File: src/rtl/jlex_pkg.sv
// ---------------------------------------------------------------------------
// jlex_pkg
// Types, codes and small helper functions shared by the JSON lexer files.
// ---------------------------------------------------------------------------
package jlex_pkg;

    // Field widths of the stream items
    localparam int CODE_W  = 21;
    localparam int KIND_W  = 2;
    localparam int TOKEN_W = 4;
    localparam int CMD_W   = 2;

    // Input commands
    localparam logic [CMD_W-1:0] CMD_CHAR  = 2'd0;
    localparam logic [CMD_W-1:0] CMD_END   = 2'd1;
    localparam logic [CMD_W-1:0] CMD_CLEAR = 2'd2;

    // Result kinds
    localparam logic [KIND_W-1:0] KIND_CHAR  = 2'd0;
    localparam logic [KIND_W-1:0] KIND_TOKEN = 2'd1;
    localparam logic [KIND_W-1:0] KIND_ERROR = 2'd2;
    localparam logic [KIND_W-1:0] KIND_END   = 2'd3;

    // Token types
    localparam logic [TOKEN_W-1:0] TOK_BARR    = 4'd0;
    localparam logic [TOKEN_W-1:0] TOK_EARR    = 4'd1;
    localparam logic [TOKEN_W-1:0] TOK_BOBJ    = 4'd2;
    localparam logic [TOKEN_W-1:0] TOK_EOBJ    = 4'd3;
    localparam logic [TOKEN_W-1:0] TOK_NAMESEP = 4'd4;
    localparam logic [TOKEN_W-1:0] TOK_VALSEP  = 4'd5;
    localparam logic [TOKEN_W-1:0] TOK_STRING  = 4'd6;
    localparam logic [TOKEN_W-1:0] TOK_NUMBER  = 4'd7;
    localparam logic [TOKEN_W-1:0] TOK_TRUE    = 4'd8;
    localparam logic [TOKEN_W-1:0] TOK_FALSE   = 4'd9;
    localparam logic [TOKEN_W-1:0] TOK_NULL    = 4'd10;

    // Character codes
    localparam logic [CODE_W-1:0] CH_TAB    = 21'h09;
    localparam logic [CODE_W-1:0] CH_LF     = 21'h0A;
    localparam logic [CODE_W-1:0] CH_CR     = 21'h0D;
    localparam logic [CODE_W-1:0] CH_SPACE  = 21'h20;
    localparam logic [CODE_W-1:0] CH_QUOTE  = 21'h22;
    localparam logic [CODE_W-1:0] CH_PLUS   = 21'h2B;
    localparam logic [CODE_W-1:0] CH_COMMA  = 21'h2C;
    localparam logic [CODE_W-1:0] CH_MINUS  = 21'h2D;
    localparam logic [CODE_W-1:0] CH_DOT    = 21'h2E;
    localparam logic [CODE_W-1:0] CH_SLASH  = 21'h2F;
    localparam logic [CODE_W-1:0] CH_0      = 21'h30;
    localparam logic [CODE_W-1:0] CH_1      = 21'h31;
    localparam logic [CODE_W-1:0] CH_9      = 21'h39;
    localparam logic [CODE_W-1:0] CH_COLON  = 21'h3A;
    localparam logic [CODE_W-1:0] CH_UP_A   = 21'h41;
    localparam logic [CODE_W-1:0] CH_UP_E   = 21'h45;
    localparam logic [CODE_W-1:0] CH_UP_F   = 21'h46;
    localparam logic [CODE_W-1:0] CH_LBRACK = 21'h5B;
    localparam logic [CODE_W-1:0] CH_BSLASH = 21'h5C;
    localparam logic [CODE_W-1:0] CH_RBRACK = 21'h5D;
    localparam logic [CODE_W-1:0] CH_A      = 21'h61;
    localparam logic [CODE_W-1:0] CH_B      = 21'h62;
    localparam logic [CODE_W-1:0] CH_E      = 21'h65;
    localparam logic [CODE_W-1:0] CH_F      = 21'h66;
    localparam logic [CODE_W-1:0] CH_L      = 21'h6C;
    localparam logic [CODE_W-1:0] CH_N      = 21'h6E;
    localparam logic [CODE_W-1:0] CH_R      = 21'h72;
    localparam logic [CODE_W-1:0] CH_S      = 21'h73;
    localparam logic [CODE_W-1:0] CH_T      = 21'h74;
    localparam logic [CODE_W-1:0] CH_U      = 21'h75;
    localparam logic [CODE_W-1:0] CH_LBRACE = 21'h7B;
    localparam logic [CODE_W-1:0] CH_RBRACE = 21'h7D;

    // Decoded escape values
    localparam logic [CODE_W-1:0] CH_BS     = 21'h08;
    localparam logic [CODE_W-1:0] CH_FF     = 21'h0C;

    // Lexer states, one-hot
    typedef enum logic [25:0] {
        ST_IDLE    = 26'd1 << 0,
        ST_STR     = 26'd1 << 1,
        ST_ESC     = 26'd1 << 2,
        ST_U0      = 26'd1 << 3,
        ST_U1      = 26'd1 << 4,
        ST_U2      = 26'd1 << 5,
        ST_U3      = 26'd1 << 6,
        ST_F       = 26'd1 << 7,
        ST_FA      = 26'd1 << 8,
        ST_FAL     = 26'd1 << 9,
        ST_FALS    = 26'd1 << 10,
        ST_N       = 26'd1 << 11,
        ST_NU      = 26'd1 << 12,
        ST_NUL     = 26'd1 << 13,
        ST_T       = 26'd1 << 14,
        ST_TR      = 26'd1 << 15,
        ST_TRU     = 26'd1 << 16,
        ST_MINUS   = 26'd1 << 17,
        ST_ZERO    = 26'd1 << 18,
        ST_INT     = 26'd1 << 19,
        ST_DOT     = 26'd1 << 20,
        ST_FRAC    = 26'd1 << 21,
        ST_EXP     = 26'd1 << 22,
        ST_EXPSIGN = 26'd1 << 23,
        ST_EXPINT  = 26'd1 << 24,
        ST_ERR     = 26'd1 << 25
    } lex_state_t;

    // One result item
    typedef struct packed {
        logic [KIND_W-1:0]  kind;
        logic [TOKEN_W-1:0] token_type;
        logic [CODE_W-1:0]  char_value;
    } res_t;

    // Results of one item, in order: first, then second
    typedef struct packed {
        logic [1:0] count;
        res_t       first;
        res_t       second;
    } step_t;

    // Outcome of lexing one character from idle
    typedef struct packed {
        logic       emit;
        res_t       res;
        lex_state_t next;
    } idle_t;

    function automatic res_t mk_res(logic [KIND_W-1:0] kind, logic [TOKEN_W-1:0] tt,
                                    logic [CODE_W-1:0] val);
        res_t r;
        r.kind       = kind;
        r.token_type = tt;
        r.char_value = val;
        return r;
    endfunction

    function automatic logic is_digit(logic [CODE_W-1:0] c);
        return (c >= CH_0) && (c <= CH_9);
    endfunction

    // Valid flag in the top bit, nibble below
    function automatic logic [4:0] hex_val(logic [CODE_W-1:0] c);
        logic [4:0] h;
        h = 5'd0;
        if (c >= CH_0 && c <= CH_9)
            h = {1'b1, 4'(c - CH_0)};
        else if (c >= CH_A && c <= CH_F)
            h = {1'b1, 4'(c - CH_A + 21'd10)};
        else if (c >= CH_UP_A && c <= CH_UP_F)
            h = {1'b1, 4'(c - CH_UP_A + 21'd10)};
        return h;
    endfunction

    function automatic idle_t lex_idle(logic [CODE_W-1:0] c);
        idle_t o;
        o.emit = 1'b1;
        o.next = ST_IDLE;
        o.res  = mk_res(KIND_CHAR, TOK_BARR, c);
        case (c)
            CH_TAB, CH_LF, CH_CR, CH_SPACE: o.emit = 1'b0;
            CH_QUOTE:
            begin
                o.emit = 1'b0;
                o.next = ST_STR;
            end
            CH_COMMA:  o.res = mk_res(KIND_TOKEN, TOK_VALSEP, '0);
            CH_COLON:  o.res = mk_res(KIND_TOKEN, TOK_NAMESEP, '0);
            CH_LBRACK: o.res = mk_res(KIND_TOKEN, TOK_BARR, '0);
            CH_RBRACK: o.res = mk_res(KIND_TOKEN, TOK_EARR, '0);
            CH_LBRACE: o.res = mk_res(KIND_TOKEN, TOK_BOBJ, '0);
            CH_RBRACE: o.res = mk_res(KIND_TOKEN, TOK_EOBJ, '0);
            CH_F:
            begin
                o.emit = 1'b0;
                o.next = ST_F;
            end
            CH_N:
            begin
                o.emit = 1'b0;
                o.next = ST_N;
            end
            CH_T:
            begin
                o.emit = 1'b0;
                o.next = ST_T;
            end
            CH_MINUS: o.next = ST_MINUS;
            CH_0:     o.next = ST_ZERO;
            default:
            begin
                if (c >= CH_1 && c <= CH_9)
                begin
                    o.next = ST_INT;
                end
                else
                begin
                    o.next = ST_ERR;
                    o.res  = mk_res(KIND_ERROR, TOK_BARR, '0);
                end
            end
        endcase
        return o;
    endfunction

endpackage

File: src/rtl/jlex_step.sv
// ---------------------------------------------------------------------------
// jlex_step
// Lexer state register and the next-state / result logic for one item.
// ---------------------------------------------------------------------------
module jlex_step
    import jlex_pkg::*;
(
    input  logic              clk,
    input  logic              rst_n,
    input  logic              advance,
    input  logic [CMD_W-1:0]  command,
    input  logic [CODE_W-1:0] char_code,
    output step_t             step
);

    lex_state_t  state_reg, state_next;
    logic [11:0] accum_reg, accum_next;

    res_t       err_res;
    idle_t      idle;
    logic [4:0] hex;

    assign err_res = mk_res(KIND_ERROR, TOK_BARR, '0);
    assign idle    = lex_idle(char_code);
    assign hex     = hex_val(char_code);

    // Work out the results and the next state of the current item
    always_comb
    begin
        state_next = state_reg;
        accum_next = accum_reg;
        step.count  = 2'd0;
        step.first  = '0;
        step.second = '0;

        case (command)
            CMD_CLEAR:
            begin
                state_next = ST_IDLE;
                accum_next = '0;
            end
            CMD_END:
            begin
                step.count = 2'd1;
                case (state_reg)
                    ST_IDLE: step.first = mk_res(KIND_END, TOK_BARR, '0);
                    ST_ZERO, ST_INT, ST_FRAC, ST_EXPINT:
                    begin
                        state_next  = ST_IDLE;
                        step.count  = 2'd2;
                        step.first  = mk_res(KIND_TOKEN, TOK_NUMBER, '0);
                        step.second = mk_res(KIND_END, TOK_BARR, '0);
                    end
                    default:
                    begin
                        state_next = ST_ERR;
                        step.first = err_res;
                    end
                endcase
            end
            CMD_CHAR:
            begin
                // Assume one payload character; arms below override
                step.count = 2'd1;
                step.first = mk_res(KIND_CHAR, TOK_BARR, char_code);
                case (state_reg)
                    ST_IDLE:
                    begin
                        state_next = idle.next;
                        step.count = {1'b0, idle.emit};
                        step.first = idle.res;
                    end
                    ST_STR:
                    begin
                        if (char_code == CH_QUOTE)
                        begin
                            state_next = ST_IDLE;
                            step.first = mk_res(KIND_TOKEN, TOK_STRING, '0);
                        end
                        else if (char_code == CH_BSLASH)
                        begin
                            state_next = ST_ESC;
                            step.count = 2'd0;
                        end
                    end
                    ST_ESC:
                    begin
                        state_next = ST_STR;
                        case (char_code)
                            CH_QUOTE, CH_SLASH, CH_BSLASH: ;
                            CH_B: step.first.char_value = CH_BS;
                            CH_F: step.first.char_value = CH_FF;
                            CH_R: step.first.char_value = CH_CR;
                            CH_N: step.first.char_value = CH_LF;
                            CH_T: step.first.char_value = CH_TAB;
                            CH_U:
                            begin
                                state_next = ST_U0;
                                accum_next = '0;
                                step.count = 2'd0;
                            end
                            default:
                            begin
                                state_next = ST_ERR;
                                step.first = err_res;
                            end
                        endcase
                    end
                    ST_U0, ST_U1, ST_U2, ST_U3:
                    begin
                        if (!hex[4])
                        begin
                            state_next = ST_ERR;
                            step.first = err_res;
                        end
                        else if (state_reg == ST_U3)
                        begin
                            state_next = ST_STR;
                            accum_next = '0;
                            step.first.char_value = CODE_W'({accum_reg, hex[3:0]});
                        end
                        else
                        begin
                            step.count = 2'd0;
                            accum_next = {accum_reg[7:0], hex[3:0]};
                            case (state_reg)
                                ST_U0:   state_next = ST_U1;
                                ST_U1:   state_next = ST_U2;
                                default: state_next = ST_U3;
                            endcase
                        end
                    end
                    ST_F, ST_FA, ST_FAL, ST_N, ST_NU, ST_T, ST_TR:
                    begin
                        // Middle letters of a literal: match and move on
                        step.count = 2'd0;
                        case (state_reg)
                            ST_F:
                            begin
                                if (char_code == CH_A) state_next = ST_FA;
                                else state_next = ST_ERR;
                            end
                            ST_FA:
                            begin
                                if (char_code == CH_L) state_next = ST_FAL;
                                else state_next = ST_ERR;
                            end
                            ST_FAL:
                            begin
                                if (char_code == CH_S) state_next = ST_FALS;
                                else state_next = ST_ERR;
                            end
                            ST_N:
                            begin
                                if (char_code == CH_U) state_next = ST_NU;
                                else state_next = ST_ERR;
                            end
                            ST_NU:
                            begin
                                if (char_code == CH_L) state_next = ST_NUL;
                                else state_next = ST_ERR;
                            end
                            ST_T:
                            begin
                                if (char_code == CH_R) state_next = ST_TR;
                                else state_next = ST_ERR;
                            end
                            default:
                            begin
                                if (char_code == CH_U) state_next = ST_TRU;
                                else state_next = ST_ERR;
                            end
                        endcase
                        if (state_next == ST_ERR)
                        begin
                            step.count = 2'd1;
                            step.first = err_res;
                        end
                    end
                    ST_FALS, ST_NUL, ST_TRU:
                    begin
                        // Final letter of a literal closes the token
                        if ((state_reg == ST_FALS && char_code == CH_E) ||
                            (state_reg == ST_NUL && char_code == CH_L) ||
                            (state_reg == ST_TRU && char_code == CH_E))
                        begin
                            state_next = ST_IDLE;
                            case (state_reg)
                                ST_FALS: step.first = mk_res(KIND_TOKEN, TOK_FALSE, '0);
                                ST_NUL:  step.first = mk_res(KIND_TOKEN, TOK_NULL, '0);
                                default: step.first = mk_res(KIND_TOKEN, TOK_TRUE, '0);
                            endcase
                        end
                        else
                        begin
                            state_next = ST_ERR;
                            step.first = err_res;
                        end
                    end
                    ST_MINUS:
                    begin
                        if (char_code == CH_0)
                            state_next = ST_ZERO;
                        else if (is_digit(char_code))
                            state_next = ST_INT;
                        else
                        begin
                            state_next = ST_ERR;
                            step.first = err_res;
                        end
                    end
                    ST_ZERO, ST_INT, ST_FRAC, ST_EXPINT:
                    begin
                        if (state_reg != ST_ZERO && is_digit(char_code))
                            state_next = state_reg;
                        else if (state_reg != ST_FRAC && state_reg != ST_EXPINT &&
                                 char_code == CH_DOT)
                            state_next = ST_DOT;
                        else if (state_reg != ST_EXPINT &&
                                 (char_code == CH_E || char_code == CH_UP_E))
                            state_next = ST_EXP;
                        else
                        begin
                            // Close the number, then lex this character from idle
                            state_next  = idle.next;
                            step.count  = idle.emit ? 2'd2 : 2'd1;
                            step.first  = mk_res(KIND_TOKEN, TOK_NUMBER, '0);
                            step.second = idle.res;
                        end
                    end
                    ST_DOT:
                    begin
                        if (is_digit(char_code))
                            state_next = ST_FRAC;
                        else
                        begin
                            state_next = ST_ERR;
                            step.first = err_res;
                        end
                    end
                    ST_EXP, ST_EXPSIGN:
                    begin
                        if (state_reg == ST_EXP &&
                            (char_code == CH_MINUS || char_code == CH_PLUS))
                            state_next = ST_EXPSIGN;
                        else if (is_digit(char_code))
                            state_next = ST_EXPINT;
                        else
                        begin
                            state_next = ST_ERR;
                            step.first = err_res;
                        end
                    end
                    default:
                    begin
                        // Sticky error: report and hold
                        state_next = ST_ERR;
                        step.first = err_res;
                    end
                endcase
            end
            default: ;
        endcase
    end

    // Commit the state once the item moves into the result stage
    always_ff @(posedge clk or negedge rst_n)
    begin
        if (!rst_n)
        begin
            state_reg <= ST_IDLE;
            accum_reg <= '0;
        end
        else if (advance)
        begin
            state_reg <= state_next;
            accum_reg <= accum_next;
        end
    end

endmodule

File: src/rtl/jlex_out.sv
// ---------------------------------------------------------------------------
// jlex_out
// Two-slot result register that hands the results of one item out in order.
// ---------------------------------------------------------------------------
module jlex_out
    import jlex_pkg::*;
(
    input  logic  clk,
    input  logic  rst_n,
    input  logic  load,
    input  step_t step,
    input  logic  out_ready,
    output logic  out_valid,
    output res_t  out_res,
    output logic  out_last,
    output logic  free
);

    // Remaining results; a single result always sits in slot 1
    logic [1:0] cnt_reg, cnt_next;
    res_t       slot0_reg, slot0_next;
    res_t       slot1_reg, slot1_next;

    assign out_valid = (cnt_reg != 2'd0);
    assign out_last  = (cnt_reg == 2'd1);
    assign out_res   = (cnt_reg == 2'd2) ? slot0_reg : slot1_reg;
    assign free      = (cnt_reg == 2'd0) || (cnt_reg == 2'd1 && out_ready);

    // Load a new set of results or drain one
    always_comb
    begin
        cnt_next   = cnt_reg;
        slot0_next = slot0_reg;
        slot1_next = slot1_reg;
        if (load)
        begin
            cnt_next = step.count;
            if (step.count == 2'd2)
            begin
                slot0_next = step.first;
                slot1_next = step.second;
            end
            else
            begin
                slot1_next = step.first;
            end
        end
        else if (out_valid && out_ready)
        begin
            cnt_next = cnt_reg - 2'd1;
        end
    end

    always_ff @(posedge clk or negedge rst_n)
    begin
        if (!rst_n)
            cnt_reg <= 2'd0;
        else
            cnt_reg <= cnt_next;
    end

    always_ff @(posedge clk)
    begin
        slot0_reg <= slot0_next;
        slot1_reg <= slot1_next;
    end

endmodule

File: src/rtl/json_lexer.sv
// ---------------------------------------------------------------------------
// json_lexer
// Streaming JSON tokenizer, one character per item.
// ---------------------------------------------------------------------------
// Usage:
//   The slave channel takes one item per cycle while s_tready is high: a
//   command in s_tuser (character, end of input, clear) and a character
//   code in s_tdata. The master channel gives the results: payload
//   characters (string contents with escapes decoded, number text),
//   token-complete events with the token type, errors and end-accepted
//   marks. m_tlast flags the final result of an item; an item gives
//   zero, one or two results. An item passes the input register, then the
//   result register, before its first result is valid. Throughput: one
//   item per cycle while each item gives at most one result and the
//   receiver does not stall; an item with two results holds the result
//   register until both are taken, and the next item waits meanwhile.
//   When the receiver stalls, results hold on m_tdata and the input register
//   keeps one more item before s_tready drops.
//   Reset empties both registers and puts the lexer in its idle state with a
//   cleared escape value. Errors are sticky until a clear command.
// ---------------------------------------------------------------------------
module json_lexer
    import jlex_pkg::*;
#(
    parameter int CHAR_WIDTH = 21
)
(
    input  logic        clk,
    input  logic        rst_n,
    input  logic        s_tvalid,
    output logic        s_tready,
    input  logic [23:0] s_tdata,   // [20:0] char_code, [23:21] zero
    input  logic [1:0]  s_tuser,   // [1:0] command
    output logic        m_tvalid,
    input  logic        m_tready,
    output logic [31:0] m_tdata,   // [3:0] token_type, [24:4] char_value, [31:25] zero
    output logic [1:0]  m_tuser,   // [1:0] kind
    output logic        m_tlast
);

    localparam logic [CODE_W-1:0] CHAR_MASK = (CHAR_WIDTH >= CODE_W) ? {CODE_W{1'b1}} :
                                              CODE_W'((64'd1 << CHAR_WIDTH) - 64'd1);

    logic              in_valid_reg, in_valid_next;
    logic [CMD_W-1:0]  in_cmd_reg;
    logic [CODE_W-1:0] in_char_reg;
    logic              advance;
    logic              res_free;
    step_t             step;
    res_t              out_res;

    assign advance       = in_valid_reg && res_free;
    assign s_tready      = !in_valid_reg || advance;
    assign in_valid_next = (s_tvalid && s_tready) || (in_valid_reg && !advance);

    // Input register: take a new item whenever it is empty or the current one moves on
    always_ff @(posedge clk or negedge rst_n)
    begin
        if (!rst_n)
            in_valid_reg <= 1'b0;
        else
            in_valid_reg <= in_valid_next;
    end

    always_ff @(posedge clk)
    begin
        if (s_tvalid && s_tready)
        begin
            in_cmd_reg  <= s_tuser;
            in_char_reg <= s_tdata[CODE_W-1:0] & CHAR_MASK;
        end
    end

    jlex_step u_step (
        .clk       (clk),
        .rst_n     (rst_n),
        .advance   (advance),
        .command   (in_cmd_reg),
        .char_code (in_char_reg),
        .step      (step)
    );

    jlex_out u_out (
        .clk       (clk),
        .rst_n     (rst_n),
        .load      (advance),
        .step      (step),
        .out_ready (m_tready),
        .out_valid (m_tvalid),
        .out_res   (out_res),
        .out_last  (m_tlast),
        .free      (res_free)
    );

    // Pack the result item
    assign m_tuser = out_res.kind;
    assign m_tdata = {7'd0, out_res.char_value, out_res.token_type};

endmodule

File: config.mk
export PLATFORM = sky130hd
export DESIGN_NAME = json_lexer
export DESIGN_NICKNAME = d
export VERILOG_FILES = /design/src/rtl/jlex_pkg.sv /design/src/rtl/jlex_step.sv /design/src/rtl/jlex_out.sv /design/src/rtl/json_lexer.sv
export SDC_FILE = /design/constraint.sdc
export NUM_CORES = 1
export LEC_CHECK = 0
export BUFFER_PORTS_ARGS = -buffer_cell sky130_fd_sc_hd__buf_2
export CORE_MARGIN = 2
export CORE_UTILIZATION = 56
export DETAILED_ROUTE_END_ITERATION = 6
export PLACE_DENSITY_LB_ADDON = 0.1
export SYNTH_ARGS = -nofsm -noshare
export SYNTH_HDL_FRONTEND = slang
export SYNTH_HIERARCHICAL = 1
export SYNTH_SLANG_ARGS = --single-unit
export TNS_END_PERCENT = 10
File: constraint.sdc
create_clock -name clk -period 4.57 [get_ports clk]
set_input_delay 0.6855 -clock clk [delete_from_list [all_inputs] [get_ports clk]]
set_output_delay 0.6855 -clock clk [all_outputs]
set_load 0.01 [all_outputs]
==> flow_summary.ini, run 1 <==
[setup_path]
crit_arrival_ps = 4310
crit_required_ps = 4750
crit_fanout = 16
cp_slowest_cell = nor4_1
reg2reg_from = in_char_reg[1]$_DFFE_PP_
startpoint_type = flip-flop
path_class = reg2reg
endpoint_kind = flip-flop
slowest_delay_ps = 810
startpoint = in_char_reg[1]$_DFFE_PP_
cp_cell_sequence = inv_1 > ha_1 > o211ai_1 > a211oi_1 > nor4_1 > o21ai_1 > a211oi_2 > a31oi_4 > a22o_1 > mux2_4
critPathBufInv = 1
path_delay_family = compound AO/OA/AOI/OAI gates

[clock_tree]
cts_setup_buffers = 0
cts_hold_buf = 0
clk_pin_slew_ps = 60
cts_tree = done
cts_resized = 0
cts_root_buf = clkbuf_16
insertion_delay_ps = 430
cts_buffers = 17
h-tree-depth = 4
cts_sinks = 118
cts_buffer_depth = 2

[synth]
yosys.area.top_type = edfxtp_1
synthTopCellsByCount = edfxtp_1 (77), nand2_1 (75), nor2_1 (41)
avgSynthCellArea_sq_um = 10.4
synth_edf_count = 77
synth-main-ff-cell = edfxtp_1
synth_top_cells_by_area = edfxtp_1 (30%), dfrtp_1 (13%), mux2_2 (5.3%), mux2_4 (3.7%), nand2_1 (3.6%)
synth_cells = 748
synth.most_common_cell = edfxtp_1
synth_area_sq_um = 7810
yosys_warnings = 6
synth_cell_types = 96
yosysTopAreaCellShare_pct = 29.6
yosysSeqAreaShare_pct = 42.7
ys_ff_latch = 118
async_reset_ff_share_pct = 34.7

[power_and_ir_drop]
clockPowerShare_pct = 35.6
leakagePower_nw = 3.47
comb_power_share_pct = 27.7
total_power_mw = 3.96
power.density_nw_per_um2 = 453
swShare_pct = 34.0
power_switching_mw = 1.35
pwr-share-seq_pct = 36.7
vdd_ir_drop_max_mv = 0.337
cellInternalPower_mw = 2.61

[place]
place_ws_ps = 607
post-place-cells = 963
hpwl_mm = 16.7
gp_congestion = 1.04
io_buffers = 56
postPlaceCellArea_sq_um = 8130

[global_routing]
grt-busiest-layer = met2
grt_max_degree = 42
use_met3_pct = 6.23
grt-ovfl-total = 0
grt_pass1_vias = 5976
grt_pass1_wl_mm = 34.0
antenna_found_initial = 0
grt.total_usage_pct = 30.7
grtUsageMet1_pct = 43.5
met2_usage_pct = 47.3

[cells_and_area]
multi_input_area_sq_um = 4070
antenna_cells = 0
n_fill_cell = 1124
final_util_pct = 63.5
nets = 839
instances_no_fill = 995
design_area_sq_um = 8750
synthToLayoutAreaGrowth_pct = 12.0
drive_gt1_share_pct = 27.1
register_area_sq_um = 3340

[timing]
setup_viol = 0
tightest_slew_ps = 1010
post-route-worst-setup-slack_ps = 444
skew_ps = 10.2
finalHoldViolCount = 0
rsz0062_at_grt = no
fmax_mhz = 242
relSlewSlack_pct = 32.8
min_period_ps = 4130
tns_ps = 0
holdWs_ps = 427
period_share_pct = 90.3
slew_violations = 0

[floorplanning]
dieArea_sq_um = 14900
core_area_sq_um = 13800
die_x_microns = 122
initial_core_util_pct = 56.7
die_y_microns = 122
core.rowCount = 43
ioPinCount = 67

[min_path]
hold_path.class = in2async

[flow_run]
maxCapViolCount = 0

[drt]
wirelength_mm = 22.2
drtAntennaViolNets = 0
vias_per_cell = 6.49
drc = 0
routedWlPerCell_microns = 22.3
dr.pass1.iters = 6
drt-initial-drc-count = 753
vias = 6455

[run_status]
status = finished, final reports clean
layer usage:
layer	up-vias	share of wire, %
met1	3133	44
met3	52	7.8
met5	-	0
li1	2940	-
met4	0	2.5
met2	330	46
area by class of cell:
class | count | area share [%]
Inverter | 11 | 0.472
Multi-Input combinational cell | 575 | 46.5
Sequential cell | 118 | 38.2
Clock buffer | 18 | 4.90
Timing Repair Buffer | 79 | 5.18
Tap cell | 180 | 2.57
Clock inverter | 14 | 2.17
cells by family (layout without fill, tap and decap cells):
kind of cell	Yosys count	in the layout	synth area share, %
buffers and inverters	75	122	6.10
AND/OR/NAND/NOR	322	322	24.8
XOR/XNOR	8	8	0.897
flip-flops	118	118	42.7
multiplexers	56	56	8.98
other	2	22	0.0961
AO/OA/AOI/OAI	160	160	15.3
adder cells (fa/ha/maj)	7	7	1.12
power groups by stage:
stage	Combinational (mW)	Clock (mW)	Sequential, mW
2_1_floorplan	0.801	0	1.41
3_3_place_gp	1.07	0	1.46
3_5_place_dp	1.08	0	1.47
4_1_cts	1.09	1.42	1.45
5_1_grt	1.18	1.47	1.47
6_report	1.10	1.41	1.46
cells in the final DEF (no fill, tap or decap), types with 5 or more instances in the layout:
cell	netlist	routed
clkinv_4	0	5
and3_1	9	9
dfrtp_1	40	40
nor2_1	41	41
ha_1	7	7
o22ai_1	5	5
nand3b_1	7	7
a31o_2	6	6
nand4_1	15	15
nand2b_1	5	5
xor2_1	5	5
conb_1	2	22
nand3_1	20	20
edfxtp_1	77	77
a21o_1	10	10
o211ai_1	6	6
mux2_4	19	19
a31oi_1	9	9
nor4_1	13	13
nor3_1	33	33
o21ai_0	26	26
or3_1	7	7
buf_2	18	56
nand2_1	75	75
o21ai_1	10	10
buf_4	27	23
o31ai_1	7	7
nor4b_1	8	8
nor4_2	5	5
a22o_1	19	19
clkbuf_16	0	17
nor2b_1	7	7
inv_1	11	11
a21oi_1	14	14
mux2_2	37	37
nor4_4	5	5
or4_1	11	11
and2_1	19	19
or2_2	7	7
final timing paths:
check,to,slack [ps],depth (start not counted)
setup / recovery,u_out/slot1_reg[14]$_DFFE_PP_,440,10
hold reg to reg,u_step/accum_reg[9]$_DFFE_PN0P_,490,2
max in group asynchronous,u_step/state_reg[13]$_DFFE_PN0P_,3520,1
setup reg to reg,u_out/slot1_reg[14]$_DFFE_PP_,440,10
hold / removal,u_out/cnt_reg[0]$_DFFE_PN0P_,430,1
min in group clk,in_cmd_reg[1]$_DFFE_PP_,430,1
(Power assumes the default switching activity.)
==> inputs of run 2 (changes only) <==
--- a/config.mk
+++ b/config.mk
@@ -5,11 +5,12 @@
 export SDC_FILE = /design/constraint.sdc
 export NUM_CORES = 1
 export LEC_CHECK = 0
-export BUFFER_PORTS_ARGS = -buffer_cell sky130_fd_sc_hd__buf_2
+export BUFFER_PORTS_ARGS = -buffer_cell sky130_fd_sc_hd__buf_4
 export CORE_MARGIN = 2
-export CORE_UTILIZATION = 56
+export CORE_UTILIZATION = 55
 export DETAILED_ROUTE_END_ITERATION = 6
 export PLACE_DENSITY_LB_ADDON = 0.1
+export SLEW_MARGIN = 5
 export SYNTH_ARGS = -nofsm -noshare
 export SYNTH_HDL_FRONTEND = slang
 export SYNTH_HIERARCHICAL = 1
==> flow_summary.ini, run 2 (same netlist as run 1, synthesis figures left out) <==
[timing]
period_share_pct = 89.1
setup_viol = 0
relSlewSlack_pct = 9.49
finalHoldViolCount = 0
holdWs_ps = 247
tns_ps = 0
fmax_mhz = 246
rsz0062_at_grt = no
slew_violations = 0
skew_ps = 7.06
tightest_slew_ps = 1320
min_period_ps = 4070
post-route-worst-setup-slack_ps = 498

[flow_run]
maxCapViolCount = 0

[setup_path]
cp_cell_sequence = inv_1 > ha_1 > nand3_1 > nor3_1 > a2111oi_0 > nor3_1 > a211oi_2 > a31oi_4 > a22o_1 > mux2_4
reg2reg_slack_ps = 500
path_class = reg2reg
r2r_cells = 10
slowest_delay_ps = 1160
critPathBufInv = 1
crit_fanout = 16
crit_required_ps = 4760
crit_top_cell = nor3_1
crit_arrival_ps = 4260
cp_slowest_cell = a2111oi_0
reg2reg_from = in_char_reg[1]$_DFFE_PP_
path_delay_family = compound AO/OA/AOI/OAI gates
startpoint_type = flip-flop
r2r_end = u_out/slot1_reg[15]$_DFFE_PP_
endpoint_kind = flip-flop

[min_path]
hold_path.class = in2async

[run_status]
status = finished, final reports clean

[drt]
drt-initial-drc-count = 788
wirelength_mm = 22.0
vias = 6431
drc = 0
routedWlPerCell_microns = 22.2
vias_per_cell = 6.49
drtAntennaViolNets = 0
dr.pass1.iters = 5

[clock_tree]
insertion_delay_ps = 430
cts_setup_buffers = 0
cts_root_buf = clkbuf_16
cts_buffer_depth = 2
cts_buffers = 17
h-tree-depth = 4
cts_hold_buf = 0
clk_pin_slew_ps = 60
cts_resized = 0
cts_tree = done
cts_sinks = 118

[cells_and_area]
synthToLayoutAreaGrowth_pct = 13.7
final_common_cell = edfxtp_1
drive_gt1_share_pct = 26.8
nets = 835
n_fill_cell = 1143
layout_common_cells = edfxtp_1 (77), nand2_1 (75), buf_4 (73)
antenna_cells = 0

[power_and_ir_drop]
power.density_nw_per_um2 = 454
leakagePower_nw = 3.49
vdd_ir_drop_max_mv = 0.315
total_power_mw = 4.03

[place]
io_buffers = 56
place_ws_ps = 568
hpwl_mm = 16.3
gp_congestion = 1.11

[floorplanning]
core.rowCount = 43
die_y_microns = 123
core_area_sq_um = 13900
ioPinCount = 67
dieArea_sq_um = 15200
initial_core_util_pct = 56.3
die_x_microns = 123

[global_routing]
grt_pass1_vias = 5987
grt-ovfl-total = 0
grt_max_degree = 42
grt.total_usage_pct = 30.1
antenna_found_initial = 0
grt_pass1_wl_mm = 33.8
-- run 2: cell count changes in the layout (fill, tap and decap cells not counted) --
cell    change
buf_4      +50
buf_2      -56
buf_12      +2
-- run 2: cell type report --
type                    instances  area [sq um]  area share (%)
clock buffers                  18           429            4.83
inverters                      11          41.3           0.465
well taps                     180           225            2.53
clock inverters                14           190            2.14
multi-input cells             575          4070            45.8
repair buffers                 75           588            6.62
flip-flops and latches        118          3340            37.6
-- run 2: stage by stage --
stage / cells / utilization [%] / cell area (sq um)
finish: 991 / 64.0 / 8890
floorplan: 768 / - / 7890
detailed placement: 959 / 59.6 / 8270
global placement: 959 / 59.6 / 8270
CTS: 991 / 64.0 / 8890
global route: 991 / 64.0 / 8890
-- run 2: power breakdown --
group | internal, mW | total [mW] | switching [mW]
registers | 1.34 | 1.45 | 0.115
clock network | 0.872 | 1.41 | 0.536
logic | 0.479 | 1.17 | 0.692
-- run 2: worst max path at each step --
stage,startpoint,to,slack [ps],cells past startpoint
final,in_char_reg[1]$_DFFE_PP_,u_out/slot1_reg[15]$_DFFE_PP_,500,10
after global routing,u_step/state_reg[1]$_DFFE_PN0P_,u_out/slot1_reg[18]$_DFFE_PP_,220,9
after CTS,u_step/state_reg[4]$_DFFE_PN0P_,u_out/slot1_reg[18]$_DFFE_PP_,540,9
after detailed placement,u_step/state_reg[4]$_DFFE_PN0P_,u_out/slot1_reg[18]$_DFFE_PP_,570,9
after global placement,u_step/state_reg[4]$_DFFE_PN0P_,u_out/slot1_reg[19]$_DFFE_PP_,690,9
after floorplan,u_step/state_reg[4]$_DFFE_PN0P_,u_out/slot0_reg[0]$_DFFE_PP_,480,12
-- run 2: per-layer routing --
metal	routed length [microns]	GRT usage, %	up-vias
met3	1660	6.23	64
li1	-	-	2920
met1	9730	42.7	3135
met4	668	11.3	0
met2	9890	45.6	312
met5	0	0	-
==> inputs of run 3 (changes only) <==
--- a/config.mk
+++ b/config.mk
@@ -6,7 +6,6 @@
 export NUM_CORES = 1
 export LEC_CHECK = 0
 export BUFFER_PORTS_ARGS = -buffer_cell sky130_fd_sc_hd__buf_4
-export CORE_MARGIN = 2
 export CORE_UTILIZATION = 55
 export DETAILED_ROUTE_END_ITERATION = 6
 export PLACE_DENSITY_LB_ADDON = 0.1
==> constraint.sdc (replaced) <==
create_clock -name clk -period 5 [get_ports clk]
set_input_delay 0.75 -clock clk [delete_from_list [all_inputs] [get_ports clk]]
set_output_delay 0.75 -clock clk [all_outputs]
set_load 0.01 [all_outputs]
==> flow_summary.ini, run 3 (same netlist as run 1, synthesis figures left out) <==
[run_status]
status = finished, final reports clean

[place]
gp_congestion = 1.00
hpwl_mm = 16.4
io_buffers = 56

[clock_tree]
cts_resized = 0
cts_root_buf = clkbuf_16
cts_buffer_depth = 2
cts_tree = done
clk_pin_slew_ps = 60
cts_setup_buffers = 0
cts_buffers = 17
insertion_delay_ps = 420
cts_sinks = 118
h-tree-depth = 4
cts_hold_buf = 0

[setup_path]
cp_cell_sequence = nor4_4 > o2111ai_2 > nor4_4 > nor2_2 > or4_1 > o21ai_0 > nor2b_4 > buf_4 > mux2_2
path_class = reg2reg
crit_required_ps = 5170
slowest_delay_ps = 700
crit_top_cell = nor4_4
startpoint_type = flip-flop
cp_slowest_cell = nor4_4
path_delay_family = simple AND/OR/NAND/NOR gates
endpoint_kind = flip-flop
crit_fanout = 27
crit_arrival_ps = 4570
critPathBufInv = 1

[floorplanning]
initial_core_util_pct = 56.3
core_area_sq_um = 13900
ioPinCount = 67
dieArea_sq_um = 14700
die_y_microns = 121
die_x_microns = 121
core.rowCount = 43

[cells_and_area]
n_fill_cell = 1148
register_area_sq_um = 3340
final_common_cell = edfxtp_1
layout_common_cells = edfxtp_1 (77), nand2_1 (75), buf_4 (67)
multi_input_area_sq_um = 4070
nets = 827
antenna_cells = 0
drive_gt1_share_pct = 25.9
synthToLayoutAreaGrowth_pct = 11.8

[timing]
period_share_pct = 88.1
slew_violations = 0
setup_viol = 0
skew_ps = 11.5
fmax_mhz = 227
rsz0062_at_grt = no
tns_ps = 0
finalHoldViolCount = 0
relSlewSlack_pct = 16.0
min_period_ps = 4400
tightest_slew_ps = 1230

[drt]
drtAntennaViolNets = 0
drt-initial-drc-count = 794
wirelength_mm = 21.9
drc = 0
vias = 6404
vias_per_cell = 6.51
dr.pass1.iters = 5
routedWlPerCell_microns = 22.3

[power_and_ir_drop]
leakagePower_nw = 3.41
total_power_mw = 3.54
power.density_nw_per_um2 = 405
vdd_ir_drop_max_mv = 0.218

[global_routing]
grt_max_degree = 42
grt-ovfl-total = 0
grt_pass1_wl_mm = 33.8
grt.total_usage_pct = 31.3
grt_pass1_vias = 5888
antenna_found_initial = 0

[min_path]
hold_path.class = in2async

[flow_run]
maxCapViolCount = 0
run 3: report_power, final:
| part | internal, mW | switching [mW] | total (mW) |
|---|---|---|---|
| Combinational | 0.428 | 0.625 | 1.05 |
| Sequential | 1.22 | 0.111 | 1.33 |
| Clock | 0.685 | 0.465 | 1.15 |
run 3: worst paths after layout:
| kind | startpoint | endpoint | slack (ps) | cells after the start |
|---|---|---|---|---|
| max in group asynchronous | rst_n | u_step/accum_reg[2]$_DFFE_PN0P_ | 4270 | 1 |
| max | u_step/state_reg[4]$_DFFE_PN0P_ | u_out/slot1_reg[18]$_DFFE_PP_ | 600 | 9 |
| min reg2reg | u_step/accum_reg[8]$_DFFE_PN0P_ | u_step/accum_reg[8]$_DFFE_PN0P_ | 500 | 2 |
| max reg2reg | u_step/state_reg[4]$_DFFE_PN0P_ | u_out/slot1_reg[18]$_DFFE_PP_ | 600 | 9 |
| min | rst_n | u_out/cnt_reg[1]$_DFFE_PN0P_ | 320 | 1 |
| min in group clk | u_step/accum_reg[8]$_DFFE_PN0P_ | u_step/accum_reg[8]$_DFFE_PN0P_ | 500 | 2 |
run 3: per-stage QoR:
step	hold WS, ps	setup WS (ps)	cell area (sq um)	cells	util, %
floorplan	454	911	7890	768	-
global placement	470	752	8180	951	58.9
detailed placement	487	667	8180	951	58.9
CTS	336	657	8730	983	62.9
global route	360	400	8730	983	62.9
finish	316	597	8730	983	62.9
run 3: cell type report:
type / instances / share of cell area [%]
multi-input combinational: 575 / 46.6
tap: 180 / 2.58
timing repair buffer: 67 / 5.76
clock buffer: 18 / 4.91
sequential: 118 / 38.2
clock inverter: 14 / 1.40
inverter: 11 / 0.473
run 3: metal layers:
metal  track usage [%]  share of wire [%]  vias to the layer above
met4              13.5                3.0                        0
met5                 0                  0                        -
met3              4.98                7.2                       49
li1                  -                  -                     2919
met1              44.6                 45                     3131
met2              47.1                 45                      305
